[config.mk]
export PLATFORM = sky130hd
export DESIGN_NAME = ptpa_sincos
export DESIGN_NICKNAME = d
export VERILOG_FILES = /design/src/rtl/core/ptpa_pkg.sv /design/src/rtl/core/ptpa_sincos.sv
export SDC_FILE = /design/constraint.sdc
export NUM_CORES = 2
export LEC_CHECK = 0
export BUFFER_PORTS_ARGS = -buffer_cell sky130_fd_sc_hd__buf_2
export CORE_ASPECT_RATIO = 0.5
export CORE_MARGIN = 2
export CORE_UTILIZATION = 45
export CTS_BUF_LIST = sky130_fd_sc_hd__clkbuf_2
export CTS_CLUSTER_SIZE = 25
export DETAILED_ROUTE_END_ITERATION = 6
export PLACE_DENSITY = 0.69
export SYNTH_ARGS = -nofsm -noshare
export SYNTH_HDL_FRONTEND = slang
export SYNTH_SLANG_ARGS = --single-unit
[constraint.sdc]
create_clock -name i_clk -period 5.44 [get_ports i_clk]
set_input_delay 0.544 -clock i_clk [delete_from_list [all_inputs] [get_ports i_clk]]
set_output_delay 0.544 -clock i_clk [all_outputs]
set_load 0.02 [all_outputs]
[src/rtl/core/ptpa_pkg.sv]
// Shared types and constants of the pointing-to-particle angle block.
// Holds the CORDIC arctangent table, the gain constant and register indexes.
// Depends on nothing; used by every module of the block.
package ptpa_pkg;

    localparam int MAX_STAGES = 24;
    // Root bits of floor(sqrt(2^60 - c^2)), result at most 2^30
    localparam int SQRT_BITS  = 31;
    localparam int CFG_IDX_W  = 8;
    localparam int CFG_DATA_W = 16;

    typedef logic signed [31:0] t_trig;

    localparam logic [CFG_IDX_W-1:0] REG_TELESCOPE_ZENITH  = 8'd0;
    localparam logic [CFG_IDX_W-1:0] REG_TELESCOPE_AZIMUTH = 8'd1;

    // CORDIC start vector, 1/K in Q1.30
    localparam t_trig CORDIC_GAIN = 32'sd652032874;
    // Q8.8 degrees per half turn times two: 180 * 256 * 2
    localparam logic [16:0] DEG_SCALE = 17'd92160;

    // atan(2^-i) in angle units, 2^32 per turn
    localparam logic [31:0] ATAN_BAM [MAX_STAGES] = '{
        32'h20000000, 32'h12E4051E, 32'h09FB385B, 32'h051111D4,
        32'h028B0D43, 32'h0145D7E1, 32'h00A2F61E, 32'h00517C55,
        32'h0028BE53, 32'h00145F2F, 32'h000A2F98, 32'h000517CC,
        32'h00028BE6, 32'h000145F3, 32'h0000A2FA, 32'h0000517D,
        32'h000028BE, 32'h0000145F, 32'h00000A30, 32'h00000518,
        32'h0000028C, 32'h00000146, 32'h000000A3, 32'h00000051
    };

endpackage

[src/rtl/core/ptpa_sincos.sv]
// Pipelined rotation-mode CORDIC: sine and cosine of a 32-bit angle.
// One register per iteration plus input and quadrant-fix registers.
// Depends on ptpa_pkg.
module ptpa_sincos #(
    parameter int STAGES = 16
) (
    input  logic             i_clk,
    input  logic             i_en,
    input  logic [31:0]      i_angle,
    output ptpa_pkg::t_trig  o_sin,
    output ptpa_pkg::t_trig  o_cos
);
    import ptpa_pkg::*;

    t_trig              r_x [STAGES+1];
    t_trig              r_y [STAGES+1];
    logic signed [32:0] r_z [STAGES+1];
    logic [1:0]         r_q [STAGES+1];
    t_trig              r_sin;
    t_trig              r_cos;

    // Angle within its quadrant; the quadrant is applied after the iterations
    always_ff @(posedge i_clk) begin
        if (i_en) begin
            r_x[0] <= CORDIC_GAIN;
            r_y[0] <= '0;
            r_z[0] <= {3'b000, i_angle[29:0]};
            r_q[0] <= i_angle[31:30];
        end
    end

    for (genvar i = 0; i < STAGES; i++) begin : g_iter
        t_trig dx;
        t_trig dy;
        assign dx = r_y[i] >>> i;
        assign dy = r_x[i] >>> i;
        always_ff @(posedge i_clk) begin
            if (i_en) begin
                if (!r_z[i][32]) begin
                    r_x[i+1] <= r_x[i] - dx;
                    r_y[i+1] <= r_y[i] + dy;
                    r_z[i+1] <= r_z[i] - 33'(ATAN_BAM[i]);
                end else begin
                    r_x[i+1] <= r_x[i] + dx;
                    r_y[i+1] <= r_y[i] - dy;
                    r_z[i+1] <= r_z[i] + 33'(ATAN_BAM[i]);
                end
                r_q[i+1] <= r_q[i];
            end
        end
    end

    always_ff @(posedge i_clk) begin
        if (i_en) begin
            case (r_q[STAGES])
                2'd0: begin
                    r_cos <= r_x[STAGES];
                    r_sin <= r_y[STAGES];
                end
                2'd1: begin
                    r_cos <= -r_y[STAGES];
                    r_sin <= r_x[STAGES];
                end
                2'd2: begin
                    r_cos <= -r_x[STAGES];
                    r_sin <= -r_y[STAGES];
                end
                default: begin
                    r_cos <= r_y[STAGES];
                    r_sin <= -r_x[STAGES];
                end
            endcase
        end
    end

    assign o_sin = r_sin;
    assign o_cos = r_cos;

endmodule

## After elaboration in Yosys (flattened, before gate mapping)

Memory sizes are Yosys's and may differ from the RTL's.
Cells that the tools add are included.

- Flip-flop bits (word level): 64
- Bits in writable memories: 1,683
- Bits of input ports: 34
- Output and inout port bits: 64
- Word-level logic and storage cells: 302
- Memories kept: 4

- Add/subtract/negate cells: 97
- Equality and inequality tests: 2
- Muxes and demuxes: 148
- Bitwise gates (word level): 48
- Reduce and logical (&&, ||, !) cells: 1

Memories:

| memory | words | width | read ports | clocked after Yosys merged registers in | wr ports | line | source |
|---|---|---|---|---|---|---|---|
| r_z | 17 | 33 | 16 | 0 | 17 | ptpa_sincos.sv:17 | `logic signed [32:0] r_z [STAGES+1];` |
| r_x | 17 | 32 | 17 | 0 | 17 | ptpa_sincos.sv:15 | `t_trig r_x [STAGES+1];` |
| r_y | 17 | 32 | 17 | 0 | 17 | ptpa_sincos.sv:16 | `t_trig r_y [STAGES+1];` |
| r_q | 17 | 2 | 17 | 0 | 17 | ptpa_sincos.sv:18 | `logic [1:0] r_q [STAGES+1];` |

Operators with widths:

| cell | count |
|---|---|
| two-way mux 32 bit | 32 |
| two-way mux 33 bit | 16 |
| one-hot mux 32 bit (3 select lines) | 2 |
| two-way mux 1 bit | 98 |
| adder 32 x 17 -> 32 bit | 2 |
| adder 32 x 18 -> 32 bit | 2 |
| adder 32 x 19 -> 32 bit | 2 |
| adder 32 x 20 -> 32 bit | 2 |
| adder 32 x 21 -> 32 bit | 2 |
| adder 32 x 22 -> 32 bit | 2 |
| adder 32 x 23 -> 32 bit | 2 |
| adder 32 x 24 -> 32 bit | 2 |
| adder 32 x 25 -> 32 bit | 2 |
| adder 32 x 26 -> 32 bit | 2 |
| adder 32 x 27 -> 32 bit | 2 |
| adder 32 x 28 -> 32 bit | 2 |
| adder 32 x 29 -> 32 bit | 2 |
| adder 32 x 30 -> 32 bit | 2 |
| adder 32 x 31 -> 32 bit | 2 |
| negator 32 bit | 2 |
| subtractor 32 x 17 -> 32 bit | 2 |
| subtractor 32 x 18 -> 32 bit | 2 |
| subtractor 32 x 19 -> 32 bit | 2 |
| subtractor 32 x 20 -> 32 bit | 2 |
| other kinds (49) | 108 |

## Logic depth before layout (Yosys ltp)

- Depth in word-level cells: 4
- Mapped depth: 20
- Mapped depth without buffers: 20

## Worst setup path after synthesis

OpenSTA, ideal clock, no wires.

- Path type: input to register
- From: input i_en
- To: memory r_x[4][30] (netlist name), data pin
- Data arrival time: 4.887 ns
- Required time: 5.182 ns
- Path slack: 0.295 ns
- Stages: 19
- Buffers on the path: 4
- Path through: clkbuf_1 buf_1 nand2_1 inv_1 clkbuf_1 clkbuf_1 nor2_1 xor2_1 ha_1 a21oi_1 o2111ai_1 a41oi_1 nor4b_2 o31ai_1 a211oi_1 o21ai_1 a21o_1 a21oi_1 xnor2_1

RTL lines:

| item | line | source |
|---|---|---|
| start: declaration | ptpa_sincos.sv:8 | `input logic i_en,` |
| end: declaration | ptpa_sincos.sv:15 |  |

==> impl_results.md <==
- Initial Util: 45.5%
- Avg Cell Area, Syn: between 9 and 10 um2
- Total number of vias: 94800
- MaxCap Viol Count: 0
- Yosys warns: 0
- Req. time, crit path: roughly 6900 ps
- Crit. End Element: flip-flop
- Largest stage delay on the critical path: between 500 and 600 ps
- Die X: between 700 and 800 um
- Drt via density: 5.62
- Setup CP Type: reg2reg
- Initial antenna violation count: 8
- Reg-to-reg startpoint: r_y[9][9]
- Clk pin slew, worst setup/hold paths: between 100 and 150 ps
- Finished Cell Area: 132000 um2
- Beginning of the critical path: r_y[9][9]
- Placed Area: 127000 um2
- CP dominant cell by count: a21oi_1
- Cell variety after synth: between 90 and 100
- HPWL after DPL: approximately 220000 um
- Non-Filler Instances: 16900
- Status: finished, final reports clean
- Routability Congestion: just under 1
- CTS tree: yes
- Initial drt markers: approximately 5600
- Layout cells sized above 1: 7.34%
- Setup TNS Final: 0 ps
- Most frequent cells in the layout: 1483 x edfxtp_1, 1382 x ha_1, 1303 x a21oi_1, 1168 x xnor2_1, 917 x nor2_1
- CP Launch Type: flip-flop
- Most common cell after layout, fill and taps aside: edfxtp_1
- Die Area: between 200000 and 300000 um2
- CTS H-Tree Depth: 5
- Clock Latency Late Sink: approximately 1800 ps
- DP Worst Slack: about 300 ps
- Crit path max fanout: 4
- CTS Buffer Depth: 4
- Total grt overflow: 0
- Register area share after synthesis: between 30% and 40%
- Final WS setup: between 300 and 400 ps
- Total Routed Length: about 290000 um
- IO buf count: 97
- Global-route met1 utilization: around 25%
- DRC violations left: 0
- Nets: between 10000 and 15000
- Worst slew pin tran: ~1200 ps
- Met2 Track Usage GR: between 30% and 40%
- Fin crit share: between 90% and 100%
- Vias in the first global route: just over 90000
- Ys flop type: edfxtp_1
- CP arrival: around 6600 ps
- Global-route wire length before repair: roughly 470000 um
- Cells after Synth: between 10000 and 15000
- Max_slew headroom: between 10% and 20%
- Core ar.: about 270000 um2
- Yosys reg bits: about 1500
- Worst Hold Class: reg2reg
- Rows: roughly 130
- Dpl cells: 16100
- M3 GR Usage: under 10%
- RSZ-0062 raised after global routing: false
- Fmax: 195 MHz
- Finish-stage setup viols: 0
- Hold_sp: r_z[0][1]
- Pin count of the biggest net entering global routing: 175
- Final Hold Fails: 0
- IO Count: a little under 100
- Fraction of registers with async set/reset: 0%
- CTS root buf: clkbuf_2
- Area grow syn2layout: 7.99%
- Post-synth net total: between 10000 and 15000
- CP cell instances: or3_1, nor3_1, nor3b_1, nor2_1, xor2_1, ha_1, a21oi_1, or3b_2, o21ba_2, a21oi_1, a311oi_1, buf_4, o31ai_1, a21oi_1, o221ai_1, a21oi_1, xnor2_1
- Total GRT Usage: 20.3%
- GRT busiest layer: met2
- Wire length per cell: between 15 and 20 um
- Post-CTS setup buffers: 0
- CTS Buf Count: around 360
- Antenna viol nets, final: 0
- Die Y: between 300 and 400 um
- Fin Clk Skew: between 150 and 200 ps
- Final min period: 5130 ps
- Post-synth EDFFs: 1483
- Max-slew violations: 0
- Drt first pass iters: 6
- CP max stage cell: edfxtp_1
- TritonCTS Sinks: 1483
- Synthesized cell area: around 120000 um2
final cells by class:
class                           count  area [um2]
Fill cell                       24900      136000
Multi-Input combinational cell  10300       74700
Sequential cell                  1483       44500
Tap cell                         3604        4510
Timing Repair Buffer              368        2880
Clock buffer                      484        2420
Inverter                          440        1650
Clock inverter                    130         850
Antenna cell                        8        20.0
metal layers:
layer	routed length, um	vias to the layer above
met1	128000	44000
met4	12900	8
met3	11400	736
met5	42	-
li1	-	47900
met2	136000	2152
cells by family after synthesis:
family	after synthesis	share of synthesized area, %
xor gates and xnor gates	1774	12.8
buffers and inverters	696	2.15
DFF	1483	36.6
AOI/OAI and AO/OA	3922	20.4
adders and majority gates	1420	14.8
and+or+nand+nor	3118	12.4
muxes	112	0.981
flip-flops by register name, indices dropped and copies added (netlist names):
name   flops
o_cos     32
o_sin     32
r_q       34
r_x      447
r_y      449
r_z      489
Yosys cell counts, drive strengths merged, types with 210 or more instances:
library cell	count	area, um2
inv	437	1640
nand2	764	2870
xor2	606	5310
clkbuf	211	792
edfxtp	1483	44500
a21oi	1303	6520
o21ai	768	3840
ha	1382	17300
nor2	917	3440
xnor2	1168	10200
a21o	585	4390
o21a	210	1580
nor3	253	1290
repair_timing:
item	CTS	global route
endpoints found under the setup margin	0	4
hold buffers	99	0
hold endpoints to repair	1722	0
resized for setup	0	1
through the flow:
stage / utilization (%) / hold WS, ps
final: 49.1 / 371
after global routing: 49.1 / 371
after CTS: 49.1 / 290
after detailed placement: 47.5 / 405
after global placement: 47.5 / 400
after floorplan: - / 400
critical path, delay by kind of cell, from the launching register on:
family,cells,cell delay (ps)
buffers and inverters,1,170
adders and majority gates,1,350
AOI/OAI and AO/OA,8,1630
DFF,1,540
and+or+nand+nor,5,1910
xor gates and xnor gates,2,260
worst paths after layout:
kind | end | slack [ps] | cells after the start
hold / removal | r_z[1][1] | 370 | 0
hold reg to reg | r_z[1][1] | 370 | 0
setup / recovery | r_x[10][28] | 310 | 17
setup reg to reg | r_x[10][28] | 310 | 17
Power is not shown: default switching activity piles up to over one toggle a cycle in this logic, so the estimate is an artifact.
